<file path="src/rtl/core/tlbft_pkg.sv">
`timescale 1ns / 1ps
package tlbft_pkg;

  localparam int SEL_W    = 4;
  localparam int OFFSET_W = 7;
  localparam int FRAME_W  = 5;
  localparam int ADDR_W   = 11;

  typedef enum logic [2:0] {
    ST_HIT        = 3'd0,
    ST_MISS       = 3'd1,
    ST_FAULT      = 3'd2,
    ST_BAD_TABLE  = 3'd3,
    ST_BAD_PAGE   = 3'd4,
    ST_BAD_OFFSET = 3'd5,
    ST_WRITTEN    = 3'd6
  } status_t;

  // Class of a transaction as decided by the front end
  typedef enum logic [2:0] {
    CMD_TRANSLATE,
    CMD_WRITE,
    CMD_BAD_TABLE,
    CMD_BAD_PAGE,
    CMD_BAD_OFFSET
  } cmd_kind_t;

  typedef struct packed {
    cmd_kind_t             kind;
    logic [OFFSET_W-1:0]   offset;
    logic [FRAME_W-1:0]    frame;
    logic                  valid;
  } cmd_t;

  typedef struct packed {
    status_t               status;
    logic [ADDR_W-1:0]     phys_addr;
  } res_t;

  typedef enum logic {
    BK_IDLE,
    BK_LOOK
  } back_state_t;

  // Map a non-translate command straight to its status
  function automatic status_t direct_status(cmd_kind_t kind);
    status_t st;
    case (kind)
      CMD_BAD_TABLE:  st = ST_BAD_TABLE;
      CMD_BAD_PAGE:   st = ST_BAD_PAGE;
      CMD_BAD_OFFSET: st = ST_BAD_OFFSET;
      default:        st = ST_WRITTEN;
    endcase
    return st;
  endfunction

endpackage

</file>
<file path="src/rtl/core/tlbft_front.sv">
`timescale 1ns / 1ps
module tlbft_front #(
  parameter int NUM_TABLES      = 4,
  parameter int PAGES_PER_TABLE = 8,
  parameter int PAGE_SIZE       = 64,
  parameter int TAG_W           = 5
) (
  input  logic                           clk,
  input  logic                           rst_n,
  input  logic                           push,
  output logic                           full,
  input  logic                           op,
  input  logic [tlbft_pkg::SEL_W-1:0]    table_sel,
  input  logic [tlbft_pkg::SEL_W-1:0]    page_sel,
  input  logic [tlbft_pkg::OFFSET_W-1:0] offset,
  input  logic [tlbft_pkg::FRAME_W-1:0]  entry_frame,
  input  logic                           entry_valid,
  output logic                           cmd_valid,
  output tlbft_pkg::cmd_t                cmd,
  output logic [TAG_W-1:0]               cmd_tag,
  input  logic                           cmd_pop
);
  import tlbft_pkg::*;

  cmd_t                cls_cmd;
  logic [ADDR_W-1:0]   tag_full;
  cmd_t                q_cmd_r [2];
  logic [TAG_W-1:0]    q_tag_r [2];
  logic                wr_ptr_r;
  logic                rd_ptr_r;
  logic [1:0]          cnt_r;
  logic [1:0]          cnt_nxt;
  logic                do_push;
  logic                do_pop;

  // Classify: bad table, then bad page, then write, then bad offset
  always_comb begin
    tag_full       = ADDR_W'(table_sel) * ADDR_W'(PAGES_PER_TABLE) + ADDR_W'(page_sel);
    cls_cmd.offset = offset;
    cls_cmd.frame  = entry_frame;
    cls_cmd.valid  = entry_valid;
    if ({1'b0, table_sel} >= 5'(NUM_TABLES)) begin
      cls_cmd.kind = CMD_BAD_TABLE;
    end else if ({3'b000, page_sel} >= 7'(PAGES_PER_TABLE)) begin
      cls_cmd.kind = CMD_BAD_PAGE;
    end else if (op) begin
      cls_cmd.kind = CMD_WRITE;
    end else if ({4'b0000, offset} >= ADDR_W'(PAGE_SIZE)) begin
      cls_cmd.kind = CMD_BAD_OFFSET;
    end else begin
      cls_cmd.kind = CMD_TRANSLATE;
    end
  end

  assign full      = (cnt_r == 2'd2);
  assign cmd_valid = (cnt_r != 2'd0);
  assign do_push   = push && !full;
  assign do_pop    = cmd_pop && cmd_valid;
  assign cmd       = q_cmd_r[rd_ptr_r];
  assign cmd_tag   = q_tag_r[rd_ptr_r];
  assign cnt_nxt   = cnt_r + {1'b0, do_push} - {1'b0, do_pop};

  always_ff @(posedge clk) begin
    if (do_push) begin
      q_cmd_r[wr_ptr_r] <= cls_cmd;
      q_tag_r[wr_ptr_r] <= tag_full[TAG_W-1:0];
    end
  end

  always_ff @(posedge clk) begin
    if (!rst_n) begin
      wr_ptr_r <= 1'b0;
      rd_ptr_r <= 1'b0;
      cnt_r    <= 2'd0;
    end else begin
      if (do_push) begin
        wr_ptr_r <= ~wr_ptr_r;
      end
      if (do_pop) begin
        rd_ptr_r <= ~rd_ptr_r;
      end
      cnt_r <= cnt_nxt;
    end
  end

endmodule

</file>
<file path="src/rtl/core/tlbft_back.sv">
`timescale 1ns / 1ps
module tlbft_back #(
  parameter int TLB_ENTRIES = 10,
  parameter int PAGE_SIZE   = 64,
  parameter int PT_DEPTH    = 32,
  parameter int TAG_W       = 5
) (
  input  logic             clk,
  input  logic             rst_n,
  input  logic             cmd_valid,
  input  tlbft_pkg::cmd_t  cmd,
  input  logic [TAG_W-1:0] cmd_tag,
  output logic             cmd_pop,
  input  logic             res_space,
  output logic             res_push,
  output tlbft_pkg::res_t  res
);
  import tlbft_pkg::*;

  localparam int PTR_W = (TLB_ENTRIES > 1) ? $clog2(TLB_ENTRIES) : 1;

  back_state_t          state_r;
  back_state_t          state_nxt;

  // Page table: frames in a memory, valid bits in flops cleared by reset
  logic [FRAME_W-1:0]   pt_frame_mem [PT_DEPTH];
  logic [PT_DEPTH-1:0]  pt_valid_r;
  logic [FRAME_W-1:0]   pt_frame_r;
  logic                 pt_rd_valid_r;

  // TLB slots
  logic [TAG_W-1:0]     tlb_tag_r   [TLB_ENTRIES];
  logic [FRAME_W-1:0]   tlb_frame_r [TLB_ENTRIES];
  logic [TLB_ENTRIES-1:0] tlb_valid_r;
  logic [PTR_W-1:0]     ptr_r;

  logic                 take;
  logic                 hit_c;
  logic [FRAME_W-1:0]   hit_frame_c;
  logic                 hit_r;
  logic [FRAME_W-1:0]   hit_frame_r;
  logic [TAG_W-1:0]     tag_r;
  logic [OFFSET_W-1:0]  off_r;
  logic                 tlb_fill;
  status_t              look_status;
  logic [FRAME_W-1:0]   look_frame;

  assign take = (state_r == BK_IDLE) && cmd_valid && res_space;

  // Parallel tag compare against every slot
  always_comb begin
    hit_c       = 1'b0;
    hit_frame_c = '0;
    for (int i = 0; i < TLB_ENTRIES; i++) begin
      if (!hit_c && tlb_valid_r[i] && (tlb_tag_r[i] == cmd_tag)) begin
        hit_c       = 1'b1;
        hit_frame_c = tlb_frame_r[i];
      end
    end
  end

  always_comb begin
    state_nxt = state_r;
    case (state_r)
      BK_IDLE: begin
        if (take && (cmd.kind == CMD_TRANSLATE)) begin
          state_nxt = BK_LOOK;
        end
      end
      BK_LOOK: begin
        state_nxt = BK_IDLE;
      end
      default: begin
        state_nxt = BK_IDLE;
      end
    endcase
  end

  always_comb begin
    look_status = hit_r ? ST_HIT : (pt_rd_valid_r ? ST_MISS : ST_FAULT);
    look_frame  = hit_r ? hit_frame_r : pt_frame_r;
    cmd_pop     = 1'b0;
    res_push    = 1'b0;
    tlb_fill    = 1'b0;
    res         = '{status: ST_WRITTEN, phys_addr: '0};
    case (state_r)
      BK_IDLE: begin
        cmd_pop = take;
        if (take && (cmd.kind != CMD_TRANSLATE)) begin
          res_push   = 1'b1;
          res.status = direct_status(cmd.kind);
        end
      end
      BK_LOOK: begin
        res_push   = 1'b1;
        res.status = look_status;
        tlb_fill   = (look_status == ST_MISS);
        if ((look_status == ST_HIT) || (look_status == ST_MISS)) begin
          res.phys_addr = ADDR_W'(look_frame) * ADDR_W'(PAGE_SIZE) + ADDR_W'(off_r);
        end
      end
      default: begin
        res_push = 1'b0;
      end
    endcase
  end

  always_ff @(posedge clk) begin
    if (take && (cmd.kind == CMD_WRITE)) begin
      pt_frame_mem[cmd_tag] <= cmd.frame;
    end
    if (take) begin
      pt_frame_r <= pt_frame_mem[cmd_tag];
    end
  end

  always_ff @(posedge clk) begin
    if (take) begin
      pt_rd_valid_r <= pt_valid_r[cmd_tag];
      hit_r         <= hit_c;
      hit_frame_r   <= hit_frame_c;
      tag_r         <= cmd_tag;
      off_r         <= cmd.offset;
    end
    if (tlb_fill) begin
      tlb_tag_r[ptr_r]   <= tag_r;
      tlb_frame_r[ptr_r] <= pt_frame_r;
    end
  end

  always_ff @(posedge clk) begin
    if (!rst_n) begin
      state_r     <= BK_IDLE;
      pt_valid_r  <= '0;
      tlb_valid_r <= '0;
      ptr_r       <= '0;
    end else begin
      state_r <= state_nxt;
      if (take && (cmd.kind == CMD_WRITE)) begin
        pt_valid_r[cmd_tag] <= cmd.valid;
      end
      if (tlb_fill) begin
        tlb_valid_r[ptr_r] <= 1'b1;
        // advance FIFO pointer, wrap at the last slot
        if (ptr_r == PTR_W'(TLB_ENTRIES - 1)) begin
          ptr_r <= '0;
        end else begin
          ptr_r <= ptr_r + PTR_W'(1);
        end
      end
    end
  end

endmodule

</file>
<file path="src/rtl/core/tlbft_resq.sv">
`timescale 1ns / 1ps
module tlbft_resq (
  input  logic            clk,
  input  logic            rst_n,
  input  logic            push,
  input  tlbft_pkg::res_t push_res,
  output logic            space,
  output logic            empty,
  input  logic            pop,
  output tlbft_pkg::res_t head
);
  import tlbft_pkg::*;

  res_t       q_r [2];
  logic       wr_ptr_r;
  logic       rd_ptr_r;
  logic [1:0] cnt_r;
  logic [1:0] cnt_nxt;
  logic       do_push;
  logic       do_pop;

  assign space   = (cnt_r != 2'd2);
  assign empty   = (cnt_r == 2'd0);
  assign head    = q_r[rd_ptr_r];
  assign do_push = push && space;
  assign do_pop  = pop && !empty;
  assign cnt_nxt = cnt_r + {1'b0, do_push} - {1'b0, do_pop};

  always_ff @(posedge clk) begin
    if (do_push) begin
      q_r[wr_ptr_r] <= push_res;
    end
  end

  always_ff @(posedge clk) begin
    if (!rst_n) begin
      wr_ptr_r <= 1'b0;
      rd_ptr_r <= 1'b0;
      cnt_r    <= 2'd0;
    end else begin
      if (do_push) begin
        wr_ptr_r <= ~wr_ptr_r;
      end
      if (do_pop) begin
        rd_ptr_r <= ~rd_ptr_r;
      end
      cnt_r <= cnt_nxt;
    end
  end

endmodule

</file>
<file path="src/rtl/core/tlb_fifo_two_level_translate_core.sv">
`timescale 1ns / 1ps
// Channel   | Handshake          | Payload
// ----------+--------------------+-------------------------------------------------
// in_       | in_push / in_full  | op, table_sel, page_sel, offset, entry_frame,
//           |                    | entry_valid
// out_      | out_pop / out_empty| status, phys_addr
//
// A write or a range error is answered as the back end takes it; a translation does
// the TLB compare and page-table read when taken (BK_IDLE), and forms the address and
// fills the TLB in BK_LOOK, as the back end works on one transaction at a time.
// Reset (rst_n low, synchronous) empties both queues, invalidates all page-table
// entries and TLB slots and zeroes the FIFO pointer; no clearing pass.
// Both sides have 2-entry queues; a full result queue stalls the back end and so backs up the input queue.
module tlb_fifo_two_level_translate_core #(
  parameter int TLB_ENTRIES     = 10,
  parameter int PAGE_SIZE       = 64,
  parameter int NUM_TABLES      = 4,
  parameter int PAGES_PER_TABLE = 8
) (
  input  logic                           clk,
  input  logic                           rst_n,
  input  logic                           in_push,
  output logic                           in_full,
  input  logic                           in_op,
  input  logic [tlbft_pkg::SEL_W-1:0]    in_table_sel,
  input  logic [tlbft_pkg::SEL_W-1:0]    in_page_sel,
  input  logic [tlbft_pkg::OFFSET_W-1:0] in_offset,
  input  logic [tlbft_pkg::FRAME_W-1:0]  in_entry_frame,
  input  logic                           in_entry_valid,
  output logic                           out_empty,
  input  logic                           out_pop,
  output logic [2:0]                     out_status,
  output logic [tlbft_pkg::ADDR_W-1:0]   out_phys_addr
);
  import tlbft_pkg::*;

  localparam int PT_DEPTH = NUM_TABLES * PAGES_PER_TABLE;
  localparam int TAG_W    = (PT_DEPTH > 1) ? $clog2(PT_DEPTH) : 1;

  logic             cmd_valid;
  cmd_t             cmd;
  logic [TAG_W-1:0] cmd_tag;
  logic             cmd_pop;
  logic             res_space;
  logic             res_push;
  res_t             res;
  res_t             head;

  // Front end: range checks, tag build, command queue
  tlbft_front #(
    .NUM_TABLES      (NUM_TABLES),
    .PAGES_PER_TABLE (PAGES_PER_TABLE),
    .PAGE_SIZE       (PAGE_SIZE),
    .TAG_W           (TAG_W)
  ) u_front (
    .clk         (clk),
    .rst_n       (rst_n),
    .push        (in_push),
    .full        (in_full),
    .op          (in_op),
    .table_sel   (in_table_sel),
    .page_sel    (in_page_sel),
    .offset      (in_offset),
    .entry_frame (in_entry_frame),
    .entry_valid (in_entry_valid),
    .cmd_valid   (cmd_valid),
    .cmd         (cmd),
    .cmd_tag     (cmd_tag),
    .cmd_pop     (cmd_pop)
  );

  // Back end: page-table writes, TLB lookup and FIFO fill
  tlbft_back #(
    .TLB_ENTRIES (TLB_ENTRIES),
    .PAGE_SIZE   (PAGE_SIZE),
    .PT_DEPTH    (PT_DEPTH),
    .TAG_W       (TAG_W)
  ) u_back (
    .clk       (clk),
    .rst_n     (rst_n),
    .cmd_valid (cmd_valid),
    .cmd       (cmd),
    .cmd_tag   (cmd_tag),
    .cmd_pop   (cmd_pop),
    .res_space (res_space),
    .res_push  (res_push),
    .res       (res)
  );

  // Result queue: hold finished transactions until popped
  tlbft_resq u_resq (
    .clk      (clk),
    .rst_n    (rst_n),
    .push     (res_push),
    .push_res (res),
    .space    (res_space),
    .empty    (out_empty),
    .pop      (out_pop),
    .head     (head)
  );

  assign out_status    = head.status;
  assign out_phys_addr = head.phys_addr;

endmodule

</file>
<file path="config.mk">
export PLATFORM = sky130hd
export DESIGN_NAME = tlb_fifo_two_level_translate_core
export DESIGN_NICKNAME = d
export VERILOG_FILES = /design/src/rtl/core/tlbft_pkg.sv /design/src/rtl/core/tlbft_front.sv /design/src/rtl/core/tlbft_back.sv /design/src/rtl/core/tlbft_resq.sv /design/src/rtl/core/tlb_fifo_two_level_translate_core.sv
export SDC_FILE = /design/constraint.sdc
export NUM_CORES = 1
export LEC_CHECK = 0
export BUFFER_PORTS_ARGS = -buffer_cell sky130_fd_sc_hd__buf_2
export CAP_MARGIN = 20
export CORE_MARGIN = 2
export CORE_UTILIZATION = 60
export CTS_CLUSTER_DIAMETER = 40
export DETAILED_ROUTE_END_ITERATION = 16
export HOLD_SLACK_MARGIN = 0.15
export PLACE_DENSITY = 0.8
export SYNTH_ARGS = -nofsm -noshare
export SYNTH_HDL_FRONTEND = slang
export SYNTH_SLANG_ARGS = --single-unit
</file>
<file path="constraint.sdc">
create_clock -name clk -period 3.5 [get_ports clk]
set_input_delay 0.35 -clock clk [delete_from_list [all_inputs] [get_ports clk]]
set_output_delay 0.35 -clock clk [all_outputs]
set_load 0.01 [all_outputs]
</file>
==> run_results.csv, run 1 <==
group,metric,value,unit
synth,synth_nets,1014,
synth,synth_edf_count,354,
worst_setup_path,criticalPathCategory,"reg2reg",
worst_setup_path,reg2reg_depth,9,
clock_tree,cts_max_level,2,
cells_and_area,fillers,1589,
worst_setup_path,worstPathRequired,3750,ps
power,leakagePower,0.00658,uW
worst_setup_path,rrSetupSlack,280,ps
worst_setup_path,crit_path_end_kind,"flop",
placement,gp_congestion,0.882,
timing,tns,0,ps
timing,finalClockSkew,17.8,ps
synth,synthCells,981,
drt,wire_per_inst,23.1,um
synth,async_reset_ff_share,0,%
worst_setup_path,crit_path_top_delay_cell,"dfxtp_2",
drt,wl_met3,2270,um
drt,drc,0,
worst_setup_path,cp_cell_sequence,"mux2i_4 -> xnor2_1 -> nor4_1 -> nand3_2 -> nand4_1 -> nand2b_4 -> nor3b_4 -> a222oi_1 -> o21ai_1",
power,total_power,14000,uW
clock_tree,tritoncts,"done",
placement,placed_cell_area,17100,um^2
power,p_per_area,741,nW/um^2
drt,dr.max_layer_used,"met4",
floorplan,num_rows,60,
timing,relSlewSlack,31.8,%
worst_hold_path,worstHoldStart,"in_table_sel[1]",
floorplan,dieWidth,170,um
clock_tree,clockBufferDepth,3,
drt,wl_met1,13300,um
floorplan,io_pins,42,
drt,met2_length,16700,um
timing,min_period,3220,ps
worst_setup_path,cp.arrival,3460,ps
floorplan,die-area,28800,um^2
drt,drt_iter0_drc,1017,
drt,vias_per_cell,6.27,
synth,ys_ff_latch,411,
timing,worst_slew_pin_slew,1020,ps
global_routing,antenna_found_initial,0,
cells_and_area,final_nets,1111,
flow_run,cap_viol_max_count,0,
synth,synth_ff_type,"edfxtp_1",
synth,syn_avg_cell_area,16.8,um^2
timing,slew_violations,0,
synth,ys_types,58,
clock_tree,clock-root-buffer,"clkbuf_16",
worst_hold_path,hold_path.class,"in2reg",
global_routing,grt_pass1_wl,52100,um
worst_setup_path,cp_max_fo,9,
clock_tree,cts_buffers,43,
worst_hold_path,worstHoldEndpoint,"u_front.q_tag_r[1][4]",
synth,ys_warn_count,0,
worst_setup_path,slowest_delay,540,ps
clock_tree,clk_pin_slew,60,ps
placement,place_hpwl,20700,um
floorplan,coreArea,27000,um^2
global_routing,grt_usage,23.9,%
placement,io_buffers,41,
global_routing,gr-total-overflow,0,
worst_hold_path,min_path_cells,2,
outcome,outcome,"completed",
worst_setup_path,timing.critical_path.buf_inv,0,
floorplan,start_util,61.1,%
worst_setup_path,startpoint_type,"flop",
cells_and_area,antenna_cells,0,
synth,yosysSeqAreaShare,71.5,%
timing,min_period_over_period,91.9,%
cells_and_area,drive_gt1_share,21.8,%
clock_tree,numClockSinks,411,
timing,hold_viol_final,0,
cells_and_area,final_area,18800,um^2
clock_tree,clk_latency,530,ps
drt,ant_nets,0,
timing,grt_setup_unrepaired,"false",
cells_and_area,area_growth_syn_to_layout,14.3,%
drt,vias,9109,
worst_setup_path,critical_path.top_delay_family,"simple AND/OR/NAND/NOR gates",
synth,synth_top_area_share,64.5,%
global_routing,first_global_vias,9280,
synth,ys_top_cells_by_area,"edfxtp_1 (65%), dfxtp_1 (6.9%), mux4_2 (6.6%)",
timing,setup_violations,0,
global_routing,grt_max_degree,58,
power,ir_drop,480,uV
synth,synthesis.area,16500,um^2
synth,synth.largest_area_cell,"edfxtp_1",
timing,max_freq,0.311,GHz
floorplan,dieHeight,170,um
drt,routed_wl,33500,um
worst_setup_path,r2r-end,"u_back.hit_frame_r[4]",
drt,drt_first_pass_iters,6,
## logic make-up after synthesis
logic type | count (synthesis) | synth area share [%]
xor gates and xnor gates | 62 | 3.34
and+or+nand+nor | 248 | 8.04
buffers and inverters | 54 | 1.62
DFF | 411 | 71.5
muxes | 88 | 9.54
AOI/OAI and AO/OA | 111 | 5.45
adders and majority gates | 7 | 0.532
## cell usage in the layout (no fill, tap or decap), drive strengths merged, types with 21 or more instances in the layout
| cell | Yosys | final |
|---|---|---|
| mux4 | 48 | 48 |
| nor3 | 22 | 22 |
| nor2 | 61 | 61 |
| nand3 | 28 | 28 |
| nand2 | 30 | 30 |
| edfxtp | 354 | 354 |
| and2 | 21 | 21 |
| a22oi | 28 | 28 |
| clkbuf | 31 | 56 |
| xnor2 | 58 | 58 |
| or3 | 36 | 36 |
| o211a | 35 | 35 |
| buf | 11 | 75 |
| dfxtp | 57 | 57 |
| mux2 | 32 | 32 |
## final cells by class
cell class | count | area, um^2 | share of cell area [%]
clock buffer | 56 | 1140 | 6.08
clock inverter | 22 | 275 | 1.46
inverter | 12 | 47.5 | 0.253
multi-input combinational | 516 | 4450 | 23.6
sequential | 411 | 11800 | 62.5
tap | 341 | 427 | 2.27
timing repair buffer | 94 | 712 | 3.78
## worst reg2reg max path, cell delays in order (launching register included)
cell	delay, ps
dfxtp_2	540
mux2i_4	540
xnor2_1	120
nor4_1	490
nand3_2	240
nand4_1	230
nand2b_4	200
nor3b_4	80
a222oi_1	380
o21ai_1	120
## state kept, by name, indices dropped and copies added (netlist names), 2 cells and up, named ones only
| signal | count |
|---|---|
| u_back.hit_frame_r | 5 |
| u_back.off_r | 7 |
| u_back.pt_frame_mem | 160 |
| u_back.pt_frame_r | 5 |
| u_back.pt_valid_r | 32 |
| u_back.ptr_r | 4 |
| u_back.tag_r | 5 |
| u_back.tlb_frame_r | 50 |
| u_back.tlb_tag_r | 50 |
| u_back.tlb_valid_r | 10 |
| u_front.cnt_r | 2 |
| u_front.q_cmd_r | 32 |
| u_front.q_tag_r | 10 |
| u_resq.cnt_r | 2 |
| u_resq.q_r | 28 |
## cells in the mapped netlist, drive strengths merged (7+ instances only)
cell type    n
nand3       28
and2        21
o211a       35
nand2       30
ha           7
edfxtp     354
nand4        9
mux2i        8
mux4        48
nor2        61
dfxtp       57
buf         11
inv         10
nor3        22
nor2b       13
a22oi       28
nor4        11
clkbuf      31
a21oi       10
or3         36
o21a        13
xnor2       58
mux2        32
## timing repair
item                       4_1_cts  5_1_grt
gates resized for setup          0        1
hold endpoints to repair        34        0
buffers inserted                 0        3
hold buffers                    19        0
setup endpoints to repair        0        5
## worst max path at each step
| stage | startpoint | endpoint | slack (ps) | cells after the start |
|---|---|---|---|---|
| finish | flop | u_back.hit_frame_r[4] | 280 | 9 |
| global route | flop | u_back.hit_frame_r[1] | 20 | 9 |
| CTS | flop | u_back.hit_frame_r[4] | 130 | 9 |
| detailed placement | flop | u_back.hit_frame_r[4] | 200 | 9 |
| global placement | flop | u_back.hit_frame_r[1] | 300 | 9 |
| floorplan | flop | u_back.hit_frame_r[3] | 870 | 13 |
## power by group
| group | internal [uW] | total [uW] | leakage (uW) | switching (uW) |
|---|---|---|---|---|
| Combinational | 1200 | 2900 | 0.00221 | 1690 |
| Sequential | 6130 | 6500 | 0.00368 | 368 |
| Clock | 2760 | 4560 | 0.000690 | 1800 |
## metal layers
| metal | vias up | track usage (%) |
|---|---|---|
| li1 | 4036 | - |
| met1 | 4553 | 31.0 |
| met2 | 421 | 40.5 |
| met3 | 99 | 4.22 |
| met4 | 0 | 9.48 |
| met5 | - | 0 |
## per-stage QoR
stage	util [%]	hold WS [ps]	setup slack, ps	instances
2_1_floorplan	-	432	869	981
3_3_place_gp	63.6	439	297	1349
3_5_place_dp	63.6	447	196	1349
4_1_cts	69.5	161	132	1446
5_1_grt	69.9	176	20.6	1452
6_report	69.9	157	285	1452
Note: power is estimated with default switching activity, not from simulation.
==> run 2: changes to the inputs <==
SYNTH_HIERARCHICAL = 1   (was not set)
clock period = 3.6 ns   (was 3.5 ns; I/O delays follow)
==> run 2 against run 1 <==
  * Sequential share of layout area decreased by 0.82 points
  * Cell area increased by 1.3%
  * Critical path type unchanged
  * First-iteration DRC count increased by 0.29%
  * Synthesized cell count increased by 3.8%
  * Die area increased by 1.5%
  * Maximum frequency decreased by 2.6%
==> run_results.csv, run 2 <==
group,metric,value,unit
worst_setup_path,criticalPathCategory,"reg2reg",
timing,min_period_over_period,91.7,%
outcome,outcome,"completed",
timing,finalClockSkew,16.8,ps
worst_hold_path,hold_path.class,"in2reg",
global_routing,antenna_found_initial,1,
clock_tree,cts_buffers,45,
timing,worst_slew_pin_slew,1120,ps
cells_and_area,largest_reg_flops,160,
clock_tree,cts_max_level,2,
clock_tree,clockBufferDepth,3,
worst_setup_path,startpoint_type,"flop",
clock_tree,tritoncts,"done",
power,p_per_area,738,nW/um^2
power,ir_drop,492,uV
cells_and_area,max_flop_register,"u_back/pt_frame_mem",
synth,yosysSeqAreaShare,70.4,%
worst_setup_path,cp_max_fo,16,
flow_run,cap_viol_max_count,0,
synth,syn_avg_cell_area,16.4,um^2
power,total_power,14100,uW
drt,ant_nets,0,
drt,drt_first_pass_iters,5,
synth,ys_ff_latch,411,
timing,grt_setup_unrepaired,"false",
floorplan,start_util,60.5,%
floorplan,dieHeight,171,um
cells_and_area,layout_common_cells,"edfxtp_1 (354), nor2_1 (63), dfxtp_1 (57)",
worst_setup_path,cp.arrival,3490,ps
drt,vias_per_cell,6.18,
timing,tns,0,ps
clock_tree,clk_pin_slew,60,ps
placement,place_hpwl,20800,um
drt,drc,0,
global_routing,grt_usage,24.6,%
cells_and_area,final_nets,1123,
cells_and_area,reg.largest.list,"u_back/pt_frame_mem x160, u_back/tlb_frame_r x50, u_back/tlb_tag_r x50",
global_routing,grt_max_degree,58,
synth,synth.largest_area_cell,"edfxtp_1",
cells_and_area,mostFrequentLayoutCell,"edfxtp_1",
synth,synthCells,1018,
timing,setup_violations,0,
synth,synth_edf_count,354,
timing,slew_violations,0,
synth,synth_nets,1051,
worst_setup_path,crit_path_end_kind,"flop",
clock_tree,clock-root-buffer,"clkbuf_16",
floorplan,num_rows,61,
timing,max_freq,0.303,GHz
cells_and_area,area_growth_syn_to_layout,14.0,%
clock_tree,numClockSinks,411,
timing,min_period,3300,ps
floorplan,io_pins,42,
synth,synth.most_common_cell,"edfxtp_1",
clock_tree,cts_resized,0,
drt,wire_per_inst,23.8,um
cells_and_area,drive_gt1_share,21.3,%
synth,synthesis.area,16700,um^2
timing,relSlewSlack,25.5,%
synth,ys_warn_count,6,
timing,worst_slack,299,ps
floorplan,die-area,29200,um^2
worst_setup_path,worstPathRequired,3790,ps
synth,ys_top_cells_by_area,"edfxtp_1 (64%), dfxtp_1 (6.8%), mux4_2 (6.5%)",
floorplan,dieWidth,171,um
global_routing,grt_pass1_wl,53700,um
drt,vias,9302,
clock_tree,clk_latency,550,ps
placement,gp_congestion,0.827,
synth,yosys-top-cells-count,"edfxtp_1 (354), nor2_1 (64), dfxtp_1 (57)",
drt,routed_wl,35700,um
drt,drt_iter0_drc,1020,
floorplan,coreArea,27600,um^2
global_routing,gr-total-overflow,0,
global_routing,first_global_vias,9574,
synth,ys_types,56,
synth,synth_top_area_share,63.5,%
synth,synth_ff_type,"edfxtp_1",
synth,async_reset_ff_share,0,%
placement,pre_cts_ws,411,ps
power,leakagePower,0.00643,uW
placement,io_buffers,41,
timing,hold_viol_final,0,
run 2: final timing paths:
kind / startpoint / end / slack (ps) / depth (start not counted)
worst max-delay path: flop / u_back/pt_frame_mem[29][0] / 300 / 7
worst min-delay path: in_push / u_front/wr_ptr_r / 210 / 3
worst max register to register: flop / u_back/pt_frame_mem[29][0] / 300 / 7
worst min register to register: u_back/tlb_valid_r[9] / u_back/tlb_valid_r[9] / 460 / 1
run 2: per-layer routing:
layer  routed length (um)  up-vias  global-route usage [%]
li1                     -     4087                       -
met1                14100     4714                    31.7
met2                18500      413                    41.7
met3                 2110       88                    4.16
met4                 1080        0                    10.7
met5                    0        -                       0
run 2: kinds of logic after synthesis:
family | count (synthesis) | synth area share, %
DFF | 411 | 70.4
and+or+nand+nor | 236 | 7.40
AOI/OAI and AO/OA | 135 | 5.92
muxes | 100 | 10.3
buffers and inverters | 67 | 2.24
xor gates and xnor gates | 62 | 3.25
adders and majority gates | 7 | 0.524
run 2: area by class of cell:
type | instances | area (um^2)
fillers | 1727 | 8550
repair buffers | 81 | 579
clock buffers | 55 | 1230
diodes | 1 | 2.50
flip-flops and latches | 411 | 11800
inverters | 11 | 41.3
clock inverters | 27 | 395
multi-input cells | 540 | 4590
well taps | 378 | 473
run 2: timing repair:
action | 4_1_cts | 5_1_grt
hold buffers | 20 | 0
setup buffers | 0 | 0
hold endpoints to repair | 38 | 0
run 2: power breakdown:
group	total [uW]	switching (uW)	internal, uW
clock	4950	1860	3090
combinational	2760	1690	1070
sequential	6370	380	5990
total	14100	3930	10200
run 2: stage by stage:
stage | utilization, % | cell area [um^2] | std cells | hold slack, ps
finish | 69.0 | 19100 | 1504 | 214
global route | 69.0 | 19100 | 1504 | 188
CTS | 69.0 | 19100 | 1502 | 171
detailed placement | 62.4 | 17200 | 1400 | 445
global placement | 62.3 | 17200 | 1399 | 438
floorplan | - | 16700 | 1018 | 432
run 2: critical path, cell delays in order (launching register included):
cell	delay, ps
dfxtp_1	630
buf_4	300
mux2_4	210
nand2b_1	120
or3_1	360
nor2_1	150
nand2_1	560
nor2_1	620
==> run 3: changes to the inputs <==
clock period = 3.85 ns   (was 3.6 ns; I/O delays follow)
==> run 3 against run 2 <==
  * Register-to-register slack improved by 90 ps
  * Sequential share of layout area up 0.56 points
  * Largest power group unchanged
  * Die area unchanged
  * Clock skew is essentially flat
  * Sequential cell count stayed put
  * Global-route usage is 0.80 points lower
  * Maximum frequency down 4.6%
  * Non-clock buffer count down 8
  * Count of clock-buffer cells in the layout down 2
  * Cell area down 0.90%
  * Utilization shrank 0.62 points
  * Routed wire length down 3.6%
==> run_results.csv, run 3 (synthesized netlist as in run 2, its figures left out) <==
group,metric,value,unit
cells_and_area,layout_common_cells,"edfxtp_1 (354), nor2_1 (63), dfxtp_1 (57)",
cells_and_area,multi_input_area,4590,um^2
timing,grt_setup_unrepaired,"false",
timing,slew_violations,0,
cells_and_area,antenna_cells,0,
cells_and_area,seq_area,11800,um^2
worst_setup_path,crit_path_end_kind,"flop",
cells_and_area,max_flop_register,"u_back/pt_frame_mem",
cells_and_area,mostFrequentLayoutCell,"edfxtp_1",
floorplan,dieWidth,171,um
worst_setup_path,cp.arrival,3920,ps
outcome,outcome,"completed",
worst_setup_path,cp_cell_sequence,"buf_4 -> mux2_4 -> nand2b_1 -> or3_1 -> or3_1 -> nor2_1 -> nand2_1 -> a21boi_0",
timing,worst_slew_pin_slew,1110,ps
timing,max_freq,0.289,GHz
timing,hold_viol_final,0,
timing,setup_violations,0,
global_routing,grt_pass1_wl,52400,um
cells_and_area,fillers,1765,
power,leakagePower,0.00634,uW
cells_and_area,largest_reg_flops,160,
drt,wl_met3,2310,um
global_routing,grt_usage,23.9,%
cells_and_area,drive_gt1_share,20.7,%
flow_run,cap_viol_max_count,0,
drt,routed_wl,34500,um
clock_tree,cts_max_level,2,
power,ir_drop,448,uV
timing,tns,0,ps
drt,ant_nets,0,
drt,met2_length,17300,um
drt,vias,9222,
drt,wire_per_inst,23.1,um
drt,dr.max_layer_used,"met4",
cells_and_area,final_nets,1113,
timing,relSlewSlack,25.9,%
worst_setup_path,slowest_delay,660,ps
cells_and_area,area_growth_syn_to_layout,13.0,%
clock_tree,clk_pin_slew,60,ps
floorplan,num_rows,61,
worst_setup_path,criticalPathCategory,"reg2reg",
floorplan,die-area,29200,um^2
placement,gp_congestion,0.819,
placement,place_hpwl,20600,um
placement,io_buffers,41,
timing,min_period_over_period,89.9,%
clock_tree,clk_latency,550,ps
drt,wl_met1,13900,um
drt,drc,0,
clock_tree,tritoncts,"done",
timing,finalClockSkew,16.9,ps
worst_setup_path,cp_max_fo,16,
clock_tree,clockBufferDepth,3,
floorplan,start_util,60.5,%
timing,worst_slack,388,ps
global_routing,grt_max_degree,58,
clock_tree,clock-root-buffer,"clkbuf_16",
global_routing,gr-total-overflow,0,
worst_setup_path,crit_path_top_delay_cell,"or3_1",
placement,pre_cts_ws,572,ps
clock_tree,numClockSinks,411,
worst_setup_path,worstPathRequired,4300,ps
worst_hold_path,hold_path.class,"in2reg",
global_routing,antenna_found_initial,0,
floorplan,coreArea,27600,um^2
power,p_per_area,680,nW/um^2
power,total_power,12900,uW
clock_tree,cts_buffers,43,
worst_setup_path,startpoint_type,"flop",
drt,drt_first_pass_iters,5,
drt,drt_iter0_drc,930,
drt,vias_per_cell,6.18,
worst_setup_path,cpMostUsedCell,"or3_1",
cells_and_area,reg.largest.list,"u_back/pt_frame_mem x160, u_back/tlb_frame_r x50, u_back/tlb_tag_r x50",
floorplan,dieHeight,171,um
global_routing,first_global_vias,9117,
floorplan,io_pins,42,
timing,min_period,3460,ps
==> run 3: power by group <==
| part | switching [uW] | leakage [uW] | total (uW) | internal (uW) |
|---|---|---|---|---|
| sequential | 324 | 0.00368 | 5920 | 5600 |
| clock | 1730 | 0.000733 | 4310 | 2580 |
| combinational | 1600 | 0.00193 | 2620 | 1020 |
| total | 3650 | 0.00634 | 12900 | 9200 |
==> run 3: worst max-delay path: cells and delay by family (launching register included) <==
family	cells	cell delay [ps]
multiplexers	1	360
buffers and inverters	1	300
AND/OR/NAND/NOR	5	1950
flip-flops	1	550
AO/OA/AOI/OAI	1	210
==> run 3: final timing paths <==
path                              start                      to  slack (ps)  cells after the start
setup reg to reg                   flop    u_back/pt_valid_r[4]         390                      8
hold reg to reg   u_back/tlb_valid_r[8]   u_back/tlb_valid_r[8]         460                      1
setup / recovery                   flop    u_back/pt_valid_r[4]         390                      8
hold / removal           in_page_sel[3]  u_front/q_cmd_r[1][14]         190                      2
==> run 3: layout make-up <==
| type | instances | area share (%) |
|---|---|---|
| Multi-Input combinational cell | 540 | 24.3 |
| Inverter | 11 | 0.218 |
| Clock inverter | 27 | 1.65 |
| Tap cell | 378 | 2.50 |
| Clock buffer | 53 | 6.33 |
| Timing Repair Buffer | 73 | 2.77 |
| Sequential cell | 411 | 62.3 |
==> run 3: per-layer routing <==
layer	up-vias	track usage, %
met4	0	8.07
met5	-	0
li1	4059	-
met1	4714	31.9
met3	67	4.60
met2	382	39.7
==> run 3: per-stage QoR <==
stage,hold slack [ps],instance area (um^2),util [%],cells
2_1_floorplan,432,16700,-,1018
3_3_place_gp,439,17200,62.2,1394
3_5_place_dp,448,17200,62.2,1394
4_1_cts,180,18900,68.3,1492
5_1_grt,183,18900,68.4,1493
6_report,191,18900,68.4,1493
==> run 3: repair_timing <==
item	4_1_cts	5_1_grt
hold buffers	18	0
hold endpoints to repair	34	0
gates resized for setup	0	0
buffers inserted	0	0
